File: src/rtl/delta_timer_queue_core_assert.svh
// assertion macros used by the delta timer queue core
`ifndef DELTA_TIMER_QUEUE_CORE_ASSERT_SVH
`define DELTA_TIMER_QUEUE_CORE_ASSERT_SVH

// same-cycle implication, disabled while reset is held
`define DTQ_ASSERT_IMP(name, clk, rst_n, ante, cons) \
    name: assert property (@(posedge clk) disable iff (!rst_n) (ante) |-> (cons)) \
        else $error("dtq assertion failed");

// next-cycle implication, disabled while reset is held
`define DTQ_ASSERT_NXT(name, clk, rst_n, ante, cons) \
    name: assert property (@(posedge clk) disable iff (!rst_n) (ante) |=> (cons)) \
        else $error("dtq assertion failed");

`endif

File: src/rtl/dtq_pkg.sv
// types and codes of the delta timer queue
package dtq_pkg;

    localparam int HND_W = 4;
    localparam int HND_N = 16;

    localparam logic [1:0] ACT_INSERT = 2'd0;
    localparam logic [1:0] ACT_ERASE  = 2'd1;
    localparam logic [1:0] ACT_POP    = 2'd2;

    localparam logic [1:0] STS_OK   = 2'd0;
    localparam logic [1:0] STS_MISS = 2'd1;
    localparam logic [1:0] STS_FULL = 2'd2;

    // what a token asks of the cell it reaches
    typedef enum logic [2:0] {
        TK_NONE,
        TK_SEEK,
        TK_SHIFT,
        TK_FIND,
        TK_PULL
    } t_mode;

    typedef struct packed {
        t_mode            mode;
        logic [HND_W-1:0] hnd;
    } t_tok;

    typedef enum logic {
        ST_IDLE,
        ST_RUN
    } t_state;

endpackage

File: src/rtl/dtq_cell.sv
// one slot of the sorted delta row, acting on the token that passes through it
module dtq_cell
    import dtq_pkg::*;
#(
    parameter int KEY_WIDTH = 32
) (
    input  logic                 i_clk,
    input  logic                 i_rst_n,
    input  t_tok                 i_tok,
    input  logic [KEY_WIDTH-1:0] i_tok_val,
    input  logic                 i_nbr_occ,
    input  logic [HND_W-1:0]     i_nbr_hnd,
    input  logic [KEY_WIDTH-1:0] i_nbr_dlt,
    output logic                 o_occ,
    output logic [HND_W-1:0]     o_hnd,
    output logic [KEY_WIDTH-1:0] o_dlt,
    output t_tok                 o_tok,
    output logic [KEY_WIDTH-1:0] o_tok_val
);

    logic                 r_occ, n_occ;
    logic [HND_W-1:0]     r_hnd, n_hnd;
    logic [KEY_WIDTH-1:0] r_dlt, n_dlt;
    t_tok                 r_tok, n_tok;
    logic [KEY_WIDTH-1:0] r_tok_val, n_tok_val;

    always_comb begin
        n_occ     = r_occ;
        n_hnd     = r_hnd;
        n_dlt     = r_dlt;
        n_tok     = '{mode: TK_NONE, hnd: '0};
        n_tok_val = '0;
        unique case (i_tok.mode)
            TK_SEEK: begin
                if (!r_occ || (r_dlt > i_tok_val)) begin
                    // new entry lands here, old one moves right with reduced delta
                    n_occ = 1'b1;
                    n_hnd = i_tok.hnd;
                    n_dlt = i_tok_val;
                    if (r_occ) begin
                        n_tok     = '{mode: TK_SHIFT, hnd: r_hnd};
                        n_tok_val = r_dlt - i_tok_val;
                    end
                end else begin
                    n_tok     = i_tok;
                    n_tok_val = i_tok_val - r_dlt;
                end
            end
            TK_SHIFT: begin
                n_occ = 1'b1;
                n_hnd = i_tok.hnd;
                n_dlt = i_tok_val;
                if (r_occ) begin
                    n_tok     = '{mode: TK_SHIFT, hnd: r_hnd};
                    n_tok_val = r_dlt;
                end
            end
            TK_FIND: begin
                if (r_occ && (r_hnd == i_tok.hnd)) begin
                    // removed entry's delta goes to its successor
                    n_occ = i_nbr_occ;
                    n_hnd = i_nbr_hnd;
                    n_dlt = i_nbr_dlt + r_dlt;
                    if (i_nbr_occ) begin
                        n_tok = '{mode: TK_PULL, hnd: '0};
                    end
                end else begin
                    n_tok = i_tok;
                end
            end
            TK_PULL: begin
                n_occ = i_nbr_occ;
                n_hnd = i_nbr_hnd;
                n_dlt = i_nbr_dlt;
                if (i_nbr_occ) begin
                    n_tok = '{mode: TK_PULL, hnd: '0};
                end
            end
            default: begin
            end
        endcase
    end

    always_ff @(posedge i_clk) begin
        if (!i_rst_n) begin
            r_occ <= 1'b0;
            r_tok <= '{mode: TK_NONE, hnd: '0};
        end else begin
            r_occ <= n_occ;
            r_tok <= n_tok;
        end
    end

    always_ff @(posedge i_clk) begin
        r_hnd     <= n_hnd;
        r_dlt     <= n_dlt;
        r_tok_val <= n_tok_val;
    end

    assign o_occ     = r_occ;
    assign o_hnd     = r_hnd;
    assign o_dlt     = r_dlt;
    assign o_tok     = r_tok;
    assign o_tok_val = r_tok_val;

endmodule

File: config.mk
export PLATFORM = sky130hd
export DESIGN_NAME = dtq_cell
export DESIGN_NICKNAME = d
export VERILOG_FILES = /design/src/rtl/delta_timer_queue_core_assert.svh /design/src/rtl/dtq_pkg.sv /design/src/rtl/dtq_cell.sv
export SDC_FILE = /design/constraint.sdc
export NUM_CORES = 1
export LEC_CHECK = 0
export BUFFER_PORTS_ARGS = -buffer_cell sky130_fd_sc_hd__buf_2
export CORE_MARGIN = 1
export CORE_UTILIZATION = 62
export CTS_CLUSTER_SIZE = 24
export DETAILED_ROUTE_END_ITERATION = 10
export MAX_ROUTING_LAYER = met4
export PLACE_DENSITY = 0.84
export SETUP_SLACK_MARGIN = 0.15
export SKIP_LAST_GASP = 1
export SLEW_MARGIN = 5
export SYNTH_ARGS = -nofsm -noshare
export SYNTH_HDL_FRONTEND = slang
export SYNTH_SLANG_ARGS = --single-unit
export TNS_END_PERCENT = 5
File: constraint.sdc
create_clock -name i_clk -period 6.5 [get_ports i_clk]
set_input_delay 0.325 -clock i_clk [delete_from_list [all_inputs] [get_ports i_clk]]
set_output_delay 0.325 -clock i_clk [all_outputs]
set_load 0.01 [all_outputs]
Word-level counts from Yosys, hierarchy flattened
Index checks and enable logic that the tools add are counted.
{"block": "word_totals", "register_bits": 76, "input_bits": 78, "out_inout_bits": 76, "elab_cells": 40}
{"block": "classes", "addsub": 3, "n_lt_le_gt_ge": 1, "n_eq_ne": 7, "mux": 18, "n_reduce_logical": 5}
{"op": "two-way mux 32 bit", "count": 5}
{"op": "one-hot mux 32 bit (4 select lines)", "count": 1}
{"op": "one-hot mux 32 bit (2 select lines)", "count": 1}
{"op": "subtractor 32 bit", "count": 2}
{"op": "adder 32 bit", "count": 1}
{"op": "> comparator 32 bit", "count": 1}
{"op": "one-hot mux 7 bit (4 select lines)", "count": 1}
{"op": "two-way mux 7 bit", "count": 3}
{"op": "one-hot mux 4 bit (4 select lines)", "count": 1}
{"op": "two-way mux 4 bit", "count": 2}
{"op": "equality test 3 x 2 -> 1 bit (second input constant)", "count": 2}
{"op": "two-way mux 6 bit", "count": 1}
{"op": "equality test 4 bit", "count": 1}
{"op": "!= test 2 bit (second input constant)", "count": 2}
{"op": "one-hot mux 1 bit (4 select lines)", "count": 1}
{"op": "nonzero test 4 bit", "count": 1}
{"op": "equality test 3 x 1 -> 1 bit (second input constant)", "count": 1}
{"op": "equality test 3 bit (second input constant)", "count": 1}
{"op": "AND reduction 3 bit", "count": 1}
{"op": "two-way mux 1 bit", "count": 2}
{"op": "logical AND 1 bit", "count": 1}
{"op": "logical NOT 1 bit", "count": 1}
{"op": "logical OR 1 bit", "count": 1}

Depth between registers and ports, before layout
Gate-level depths: netlist of run 1.
{"block": "logic_depth", "depth_word": 4, "ltp_mapped": 16, "mapped_depth_nobuf": 14}

Worst setup path before layout of run 1
No wires, ideal clock.
{"block": "synth_path", "path_type": "reg2reg", "from": "register r_dlt[10] (netlist: o_dlt[10])", "to": "register r_dlt[0] (netlist: o_dlt[0]) (enable)", "setup_ps": 437, "arrival_time_ps": 4013, "t_required_ps": 6063, "setup_slack_ps": 2051, "stages_incl_launch_ff": 14, "n_path_buf": 3, "synth_period_minus_slack_ps": 4449, "path_cell_list": "edfxtp_1 ha_1 buf_2 and2_1 and3_1 nand4_1 o22ai_2 a31oi_4 nor2_8 buf_6 buf_4 a21oi_1 a21oi_1 o21bai_1"}
{"block": "synth_between", "elab_chain_cells": 4}
{"element": "start, declared", "line": "dtq_cell.sv:23", "rtl": "logic [KEY_WIDTH-1:0] r_dlt, n_dlt;"}
{"element": "start signal, assigned", "line": "dtq_cell.sv:96", "rtl": "r_dlt <= n_dlt;"}
{"element": "> comparator 32 bit", "line": "dtq_cell.sv:35", "rtl": "if (!r_occ || (r_dlt > i_tok_val)) begin"}
{"element": "logical OR 1 bit", "line": "dtq_cell.sv:35"}
{"element": "!= test 2 bit (no line)"}
{"element": "AND reduction 3 bit (no line)"}
Every way passes these cells.
A chain may end at the register's enable or synchronous reset.

Worst setup path in the final report of run 1
{"block": "layout_path", "from": "register r_dlt[0] (netlist: o_dlt[0])", "to": "register r_dlt[30] (netlist: o_dlt[30]), data pin"}
{"block": "layout_between", "elab_chain_cells": 3}
{"element": "adder 32 bit", "line": "dtq_cell.sv:63", "rtl": "n_dlt = i_nbr_dlt + r_dlt;"}
{"element": "two-way mux 32 bit", "line": "dtq_cell.sv:59", "rtl": "if (r_occ && (r_hnd == i_tok.hnd)) begin"}
{"element": "one-hot mux 32 bit (4 select lines)", "line": "dtq_cell.sv:33", "rtl": "unique case (i_tok.mode)"}
{"element": "via n_dlt[30]", "line": "dtq_cell.sv:23"}
The timed path passes the listed nets, and every way through them passes these cells. The select of a mux whose other input is x is not followed.

==> results of run 1 <==
-- worst register-to-register path, delay by kind of cell, from the launching register on --
family	cells	cell delay, ns
adder cells (fa/ha/maj)	2	0.69
AO/OA/AOI/OAI	9	2.34
flip-flops	1	0.47
XOR/XNOR	1	0.17
-- area by class of cell --
cell class / instances / share of cell area
multi-input cells: 821 / 0.6221
flip-flops and latches: 76 / 0.2020
repair buffers: 158 / 0.08622
inverters: 89 / 0.03586
clock buffers: 11 / 0.02726
well taps: 172 / 0.02310
clock inverters: 5 / 0.003492
-- metrics by stage --
step	utilization	std cells	hold slack (ns)	worst slack, ns
CTS	0.7294	1332	0.2139	2.641
detailed placement	0.7069	1316	0.5340	2.653
finish	0.7294	1332	0.2205	2.573
floorplan	-	1036	0.4520	2.051
global placement	0.7069	1316	0.5168	2.787
global route	0.7294	1332	0.2283	2.393
-- layout by cell type (no fill, tap or decap), drive strengths merged, types with 4 or more instances in the layout --
master    n
buf     158
o21ai   112
a21oi   100
ha       94
inv      91
nand2    80
a21o     54
nor2     49
dfxtp    40
xnor2    37
edfxtp   36
a22oi    31
nand3    28
nor3     27
xor2     23
o21bai   15
nand4    14
a31oi    13
nor2b    11
a211oi   11
and3     11
clkbuf   11
nand2b   10
mux2i     9
a22o      7
a221oi    7
a221o     6
nor3b     6
mux2      5
o31ai     5
o21a      4
o31a      4
o22ai     4
o211ai    4
a21boi    4
-- synthesized netlist by cell type, types with 23 or more instances --
library cell / number
nand3_1: 28
a21oi_1: 98
nor2_1: 48
xnor2_1: 37
inv_1: 89
a21o_1: 54
dfxtp_1: 40
nor3_1: 25
a22oi_1: 31
xor2_1: 23
ha_1: 94
o21ai_0: 90
nand2_1: 79
edfxtp_1: 36
-- power by group --
| group | switching (mW) | internal, mW | total (mW) |
|---|---|---|---|
| logic | 0.508 | 0.338 | 0.847 |
| registers | 0.0306 | 0.538 | 0.569 |
| clock network | 0.220 | 0.282 | 0.502 |
-- state kept, by name (all words and copies together) (netlist names) --
name	cells
o_occ	1
o_tok_val	32
o_hnd	4
o_dlt	32
o_tok	7
-- kinds of logic (layout without fill, tap and decap cells) --
logic type,after synthesis,in the layout
compound gates,399,399
simple gates,251,251
buf+inv,139,263
fa+ha+maj,97,97
flops,76,76
xor+xnor,60,60
mux,14,14
-- worst max path at each step --
stage / to / slack, ns / depth (start not counted)
floorplan: o_dlt[0] / 2.05 / 13
global placement: o_dlt[30] / 2.79 / 12
detailed placement: o_dlt[18] / 2.65 / 14
CTS: o_dlt[18] / 2.64 / 14
global route: o_dlt[18] / 2.39 / 14
finish: o_dlt[30] / 2.57 / 12
-- per-layer routing --
metal / share of wire / wire (um) / up-vias / GRT usage
met3: 0.083 / 2014 / 42 / 0.05922
met1: 0.44 / 10850 / 3889 / 0.4936
li1: - / - / 4009 / -
met4: 0.020 / 481 / 0 / 0.1105
met5: 0 / 0 / - / -
met2: 0.45 / 11040 / 422 / 0.5882
==> flow_metrics.tcl, run 1 <==
set metrics [dict create \
    grt_max_degree 43 \
    finalWirelength_mm 24.38 \
    cpPeakStageDelay_ns 0.49 \
    synth_compound_gate_area_share 0.3174 \
    synth_adder_area_share 0.1502 \
    final_area_sq_um 9316 \
    multi_input_area_sq_um 5796 \
    yosysSeqAreaShare 0.2287 \
    yosys-top-cells-area "ha_1 14%, edfxtp_1 13%, dfxtp_1 9.7%" \
    holdBufCountCts 0 \
    setup_tns_ns 0 \
    grt_pass1_vias 7647 \
    die_h_um 117.2 \
    h-tree-depth 3 \
    syn_area_per_cell_sq_um 7.942 \
    crit_start "o_dlt[0]" \
    drive_gt1_frac 0.1819 \
    critPathArrivalTime_ns 4.02 \
    die-area_sq_um 13740 \
    cts_buffers 9 \
    whs_path_depth 3 \
    synth_top_family_by_area "compound AO/OA/AOI/OAI gates" \
    setup_viol 0 \
    cap_violations 0 \
    fillers 1053 \
    nets 1330 \
    r2r-start "o_dlt[0]" \
    drtIter0Drc 734 \
    r2r_end "o_dlt[30]" \
    ys.flop_type "dfxtp_1" \
    critical_path_buf_inv_count 0 \
    dpl-instance-area_sq_um 9030 \
    p_total_mw 1.918 \
    crit_slowest_cell "a211oi_1" \
    ys_warn_count 0 \
    hold_violations 0 \
    synth-edff-count 36 \
    muxShareOfSynthArea 0.01779 \
    power.static_leakage_nw 4.461 \
    overflow 0 \
    syn_inst 1036 \
    start_util 0.6441 \
    outcome "finished, final reports clean" \
    fmaxAchievable_ghz 0.2546 \
    clk_pin_slew_ns 0.07 \
    drc 0 \
    syn_nets 1211 \
    ys_seq_elements 76 \
    root_buffer "clkbuf_16" \
    vias 8362 \
    drv_slew 0 \
    wl_per_cell_um 18.30 \
    yosys.area_share.simple 0.1525 \
    yosys.area.top_type "ha_1" \
    core_sq_um 12770 \
    setup.worst_path.class "register to register" \
    synthesis.area_sq_um 8228 \
    synth_top_area_frac 0.1429 \
    die_x_um 117.2 \
    hold_path.class "input port to register" \
    rr_worst_depth 12 \
    clockBufferDepth 2 \
    slew_headroom 0.4559 \
    power_density_nw_per_um2 205.8 \
    min_period_ns 3.927 \
    ctsResizeCount 0 \
    tightest_slew_ns 0.8087 \
    ant_nets 0 \
    period_share 0.6042 \
    cts_tree "yes" \
    crit_path_max_fanout 5 \
    endpoint_kind "register" \
    whs_endpoint "o_occ" \
    crit_family "compound AO/OA/AOI/OAI gates" \
    first_pass_iters 5 \
    worstSkewPairLatency_ns 0.35 \
    async_reset_ff_frac 0 \
    min_from "i_nbr_occ" \
    dp_hpwl_mm 18.37 \
    reg2reg_slack_ns 2.57 \
    diodes 0 \
    crit_top_cell "a21o_1" \
    grt_usage 0.3739 \
    area_growth_pct 13.23 \
    placementRows 41 \
    synthXorXnorAreaFrac 0.06387 \
    fin_skew_ns 0.007588 \
    grt_antenna_before_repair 0 \
    seqCellArea_sq_um 1882 \
    startpoint_type "register" \
    synth.distinct_cells 79 \
    post_cts_buffers 0 \
    clock_sinks 76 \
    place.gp.congestion 0.9627 \
    vdd_ir_drop_max_mv 0.1782 \
    critical_path_required_ns 6.59 \
    cp_cell_sequence "ha_1, fa_1, a21o_1, a21o_1, a21o_1, a211oi_1, o31a_1, a21oi_1, a21oi_1, o221ai_1, xnor2_1, o21ai_0" \
    viasPerCell 6.278 \
    grt_pass1_wl_mm 38.72 \
    ios 154 \
    io_buffers 153 \
    rsz0062_at_grt "no" \
]
(Power assumes the default switching activity.)
==> inputs of run 2 (changes only) <==
--- a/config.mk
+++ b/config.mk
@@ -7,11 +7,11 @@
 export LEC_CHECK = 0
 export BUFFER_PORTS_ARGS = -buffer_cell sky130_fd_sc_hd__buf_2
 export CORE_MARGIN = 1
-export CORE_UTILIZATION = 62
+export CORE_UTILIZATION = 52
 export CTS_CLUSTER_SIZE = 24
 export DETAILED_ROUTE_END_ITERATION = 10
 export MAX_ROUTING_LAYER = met4
-export PLACE_DENSITY = 0.84
+export PLACE_DENSITY = 0.74
 export SETUP_SLACK_MARGIN = 0.15
 export SKIP_LAST_GASP = 1
 export SLEW_MARGIN = 5
==> constraint.sdc (replaced) <==
create_clock -name i_clk -period 3.3 [get_ports i_clk]
set_input_delay 0.165 -clock i_clk [delete_from_list [all_inputs] [get_ports i_clk]]
set_output_delay 0.165 -clock i_clk [all_outputs]
set_load 0.01 [all_outputs]
==> run 2 against run 1 <==
Against the previous run:
- clock skew about the same
- setup slack got worse by 2.5 ns
- highest routed layer unchanged
- sequential power increased by 95%
- design area increased by 12%
- via count increased by 3.0%
- flip-flop and latch count unchanged
- clock-buffer cell count decreased by 1
- first-iteration DRC count decreased by 2.2%
- fmax increased by 21%
- largest cell class unchanged
- sequential share of layout area decreased by 2.1 points
- register-to-register slack got worse by 2.5 ns
==> flow_metrics.tcl, run 2 (synthesized netlist as in run 1, its figures left out) <==
set metrics [dict create \
    outcome "finished, final reports clean" \
    rsz0062_at_grt "yes" \
    die-area_sq_um 16330 \
    r2r_end "o_dlt[30]" \
    endpoint_kind "register" \
    grt_usage 0.3227 \
    start_util 0.5373 \
    viasPerCell 5.924 \
    clock_sinks 76 \
    clockBufferDepth 2 \
    fin_skew_ns 0.007627 \
    cts_buffers 9 \
    die_h_um 127.8 \
    core_sq_um 15310 \
    min_period_ns 3.240 \
    crit_path_max_fanout 4 \
    rr_worst_depth 15 \
    p_clk_frac 0.261 \
    ant_nets 0 \
    placementRows 45 \
    grt_max_degree 37 \
    tightest_slew_ns 0.8213 \
    setup_viol 0 \
    cts_tree "yes" \
    cp_cell_sequence "ha_2, fa_2, a21o_1, a21o_1, a21o_1, a211oi_2, buf_4, o31a_1, buf_4, a21oi_2, a21oi_2, buf_4, o221ai_1, xnor2_1, o21ai_0" \
    first_pass_iters 6 \
    setup.worst_path.class "register to register" \
    grt_antenna_before_repair 0 \
    drtIter0Drc 718 \
    grt_pass1_wl_mm 40.68 \
    hold_violations 0 \
    critPathArrivalTime_ns 3.31 \
    clk_pin_slew_ns 0.07 \
    wl_per_cell_um 17.62 \
    pre_cts_ws_ns -0.08504 \
    fmaxAchievable_ghz 0.3086 \
    period_share 0.9819 \
    crit_family "compound AO/OA/AOI/OAI gates" \
    fin_ws_ns 0.05985 \
    power_density_nw_per_um2 401.8 \
    power_frac_seq 0.266 \
    root_buffer "clkbuf_16" \
    startpoint_type "register" \
    area_growth_pct 26.26 \
    critical_path_buf_inv_count 3 \
    diodes 0 \
    drive_gt1_frac 0.2767 \
    crit_slowest_cell "edfxtp_1" \
    slew_headroom 0.4511 \
    drc 0 \
    p_total_mw 4.175 \
    power.static_leakage_nw 4.930 \
    vias 8614 \
    drv_slew 0 \
    place.gp.congestion 0.9649 \
    die_x_um 127.8 \
    final_common_cell "buf_2" \
    crit_start "o_dlt[0]" \
    dp_hpwl_mm 19.41 \
    cpPeakStageDelay_ns 0.41 \
    switching_share 0.3855 \
    h-tree-depth 3 \
    worstSkewPairLatency_ns 0.36 \
    io_buffers 153 \
    cp-endpoint "o_dlt[30]" \
    grt_pass1_vias 8030 \
    reg2reg_slack_ns 0.06 \
    critical_path_required_ns 3.37 \
    overflow 0 \
    p_int_mw 2.565 \
    hold_path.class "input port to register" \
    cap_violations 0 \
    p_sw_mw 1.610 \
    vdd_ir_drop_max_mv 0.3970 \
    finalWirelength_mm 25.63 \
    nets 1413 \
    p_comb_frac 0.473 \
    path_depth 15 \
    r2r-start "o_dlt[0]" \
    holdBufCountCts 0 \
    layout_common_cells "153 x buf_2, 90 x o21ai_0, 87 x inv_1, 87 x a21oi_1, 86 x ha_1" \
    ios 154 \
]
==> run 2: cell types whose count changed in the layout (fill, tap and decap cells not counted), sizes merged <==
cell and change:
clkbuf -1, clkinvlp -2, nor2 +1, buf +82, clkinv +3, bufinv +1
inv -1
==> run 2: stage by stage <==
| step | hold WS, ns | std cells | setup TNS [ns] | instance area (sq um) | util |
|---|---|---|---|---|---|
| detailed placement | 0.4085 | 1421 | -0.2250 | 9617 | 0.6279 |
| CTS | 0.03746 | 1442 | 0 | 10060 | 0.6569 |
| global route | 0.05303 | 1454 | -1.495 | 10390 | 0.6784 |
| floorplan | 0.2920 | 1036 | 0 | 8282 | - |
| finish | 0.04912 | 1454 | 0 | 10390 | 0.6784 |
| global placement | 0.4116 | 1421 | -0.04971 | 9617 | 0.6279 |
==> run 2: layout make-up <==
type	instances	area, sq um
timing repair buffer	240	1458
inverter	89	339.1
multi-input combinational	822	6126
sequential	76	1882
clock buffer	10	250.2
tap	211	264.0
fill	1357	4926
clock inverter	6	70.07
==> run 2: worst register-to-register path, delay by kind of cell, from the launching register on <==
family	cells	cell delay [ns]
adder cells (fa/ha/maj)	2	0.56
XOR/XNOR	1	0.14
flip-flops	1	0.41
buffers and inverters	3	0.46
AO/OA/AOI/OAI	9	1.38
==> run 2: repair_timing <==
item | in CTS | in global routing
setup buffers | 4 | 12
pin swaps | 9 | 26
setup endpoints to repair | 51 | 81
gates cloned | 1 | 0
gates resized for setup | 20 | 44
==> run 2: worst min-delay path by stage <==
stage / from / endpoint / cells past startpoint
2_1_floorplan: i_nbr_occ / o_occ / 2
3_3_place_gp: i_nbr_occ / o_tok[6] / 2
3_5_place_dp: i_nbr_occ / o_tok[6] / 2
4_1_cts: i_nbr_occ / o_tok[6] / 2
5_1_grt: i_nbr_occ / o_tok[6] / 2
6_report: i_nbr_occ / o_tok[6] / 2
==> run 2: power groups by stage <==
| stage | sequential (mW) | combinational [mW] | clock (mW) |
|---|---|---|---|
| 6_report | 1.11 | 1.97 | 1.09 |
| 4_1_cts | 1.11 | 1.84 | 1.11 |
| 3_5_place_dp | 1.13 | 1.78 | 0 |
| 2_1_floorplan | 1.15 | 1.20 | 0 |
| 3_3_place_gp | 1.13 | 1.77 | 0 |
| 5_1_grt | 1.12 | 2.16 | 1.13 |
==> run 2: routing by layer <==
layer	GRT usage	vias up	wire (um)
met5	-	-	0
met4	0.1093	0	571
met3	0.04716	45	1690
met2	0.5013	350	11510
met1	0.4294	4045	11860
li1	-	4174	-
==> inputs of run 3 (changes only) <==
--- a/config.mk
+++ b/config.mk
@@ -6,8 +6,10 @@
 export NUM_CORES = 1
 export LEC_CHECK = 0
 export BUFFER_PORTS_ARGS = -buffer_cell sky130_fd_sc_hd__buf_2
+export CELL_PAD_IN_SITES_DETAIL_PLACEMENT = 1
+export CELL_PAD_IN_SITES_GLOBAL_PLACEMENT = 1
 export CORE_MARGIN = 1
-export CORE_UTILIZATION = 52
+export CORE_UTILIZATION = 38
 export CTS_CLUSTER_SIZE = 24
 export DETAILED_ROUTE_END_ITERATION = 10
 export MAX_ROUTING_LAYER = met4
==> run 3 against run 2 <==
Against the previous run:
- global-route usage decreased by 3.3 points
- sequential share of layout area fell by 0.23 points
- clock power decreased by 4%
- sequential power hardly changed
- register-to-register slack worse by 0.02 ns
- clock-buffer cell count up 1
- design area rose by 1.3%
- power rose by 1.2%
- utilization is 18 points lower
- critical path type unchanged
- critical endpoint is now o_tok_val[26]
- highest routed layer unchanged
==> flow_metrics.tcl, run 3 (synthesized netlist as in run 1, its figures left out) <==
set metrics [dict create \
    area_growth_pct 27.89 \
    critPathArrivalTime_ns 3.47 \
    hold_path.class "input port to register" \
    cp_cell_sequence "buf_6, ha_1, inv_1, fa_2, a21oi_4, o221ai_2, a41o_1, a221o_1, a221oi_2, o21ai_2, a21oi_1, a21oi_1, xnor2_1, o21ai_1" \
    outcome "finished, final reports clean" \
    cap_violations 0 \
    vdd_ir_drop_max_mv 0.2590 \
    grt_usage 0.2898 \
    clock_sinks 76 \
    utilization 0.4974 \
    period_share 0.9865 \
    endpoint_kind "register" \
    pre_cts_ws_ns -0.1694 \
    tightest_slew_ns 0.9339 \
    place.gp.congestion 0.9200 \
    nets 1432 \
    grt_pass1_wl_mm 48.93 \
    layout_common_cells "154 x buf_2, 97 x buf_4, 92 x ha_1, 91 x a21oi_1, 88 x o21ai_0" \
    ios 154 \
    crit_slowest_cell "edfxtp_1" \
    vias 8763 \
    setup.worst_path.class "register to register" \
    clk_pin_slew_ns 0.07 \
    placementRows 53 \
    crit_top_cell "a21oi_1" \
    die_x_um 149.1 \
    drc 0 \
    fillers 2654 \
    overflow 0 \
    drtIter0Drc 462 \
    first_pass_iters 6 \
    min_period_ns 3.255 \
    grt_antenna_before_repair 0 \
    grt_max_degree 37 \
    fin_ws_ns 0.04468 \
    setup_viol 0 \
    die_h_um 149.1 \
    stdcell_count 1537 \
    worstSkewPairLatency_ns 0.36 \
    root_buffer "clkbuf_16" \
    hold_violations 0 \
    slew_headroom 0.3767 \
    clockBufferDepth 2 \
    crit_path_max_fanout 4 \
    grt_pass1_vias 9107 \
    critical_path_required_ns 3.51 \
    finalWirelength_mm 30.89 \
    drive_gt1_frac 0.2805 \
    diodes 0 \
    cpPeakStageDelay_ns 0.38 \
    cts_buffers 9 \
    rsz0062_at_grt "yes" \
    drv_slew 0 \
    power.static_leakage_nw 5.004 \
    power_density_nw_per_um2 401.5 \
    dp_hpwl_mm 23.89 \
    io_buffers 153 \
    startpoint_type "register" \
    setup_tns_ns 0 \
    fmaxAchievable_ghz 0.3072 \
    final_common_cell "buf_2" \
    h-tree-depth 3 \
    holdBufCountCts 0 \
    die-area_sq_um 22240 \
    start_util 0.3890 \
    ant_nets 0 \
    viasPerCell 5.701 \
    dp_cells 1496 \
    hold_slack_ns 0.05673 \
    wl_per_cell_um 20.10 \
    fin_skew_ns 0.009381 \
    core_sq_um 21150 \
    cts_tree "yes" \
]
==> run 3: final timing paths <==
kind                  start             to  slack [ns]  cells after the start
setup / recovery   o_dlt[0]  o_tok_val[26]        0.04                     14
hold reg to reg    o_hnd[2]       o_tok[2]        0.54                      1
hold / removal    i_nbr_occ          o_occ        0.06                      3
setup reg to reg   o_dlt[0]  o_tok_val[26]        0.04                     14
==> run 3: what timing repair did <==
action,4_1_cts,5_1_grt
buffers inserted,19,5
setup endpoints to repair,80,81
pin swaps,20,16
gates resized for setup,29,23
cloned,1,0
==> run 3: per-stage QoR <==
stage               power [mW]  cell area, sq um
detailed placement       3.010              9804
finish                   4.225             10520
floorplan                2.356              8282
CTS                      4.170             10370
global route             4.450             10520
global placement         2.974              9804
==> run 3: final cells by class <==
cell class                      instances  area (sq um)  area share
Inverter                               89         336.6     0.03199
Tap cell                              275         344.1     0.03270
Clock inverter                          5         33.78    0.003210
Multi-Input combinational cell        821          6032      0.5732
Sequential cell                        76          1882      0.1788
Clock buffer                           11         264.0     0.02509
Timing Repair Buffer                  260          1630      0.1549
==> run 3: power breakdown <==
part	internal (mW)	switching, mW
Sequential	1.06	0.0479
Clock	0.576	0.473
Combinational	0.899	1.17
Total	2.53	1.69
==> run 3: worst max-delay path, delay by kind of cell (launching register included) <==
kind / cells / cell delay (ns)
buffers and inverters: 2 / 0.22
XOR/XNOR: 1 / 0.15
flip-flops: 1 / 0.38
adder cells (fa/ha/maj): 2 / 0.55
AO/OA/AOI/OAI: 9 / 1.81
==> run 3: layer usage <==
layer  vias to the layer above  global-route usage  wire (um)
li1                       4219                   -          -
met4                         0             0.06429        354
met2                       204              0.4879      15060
met3                        24             0.03884       1254
met1                      4316              0.3674      14220
met5                         -                   -          0
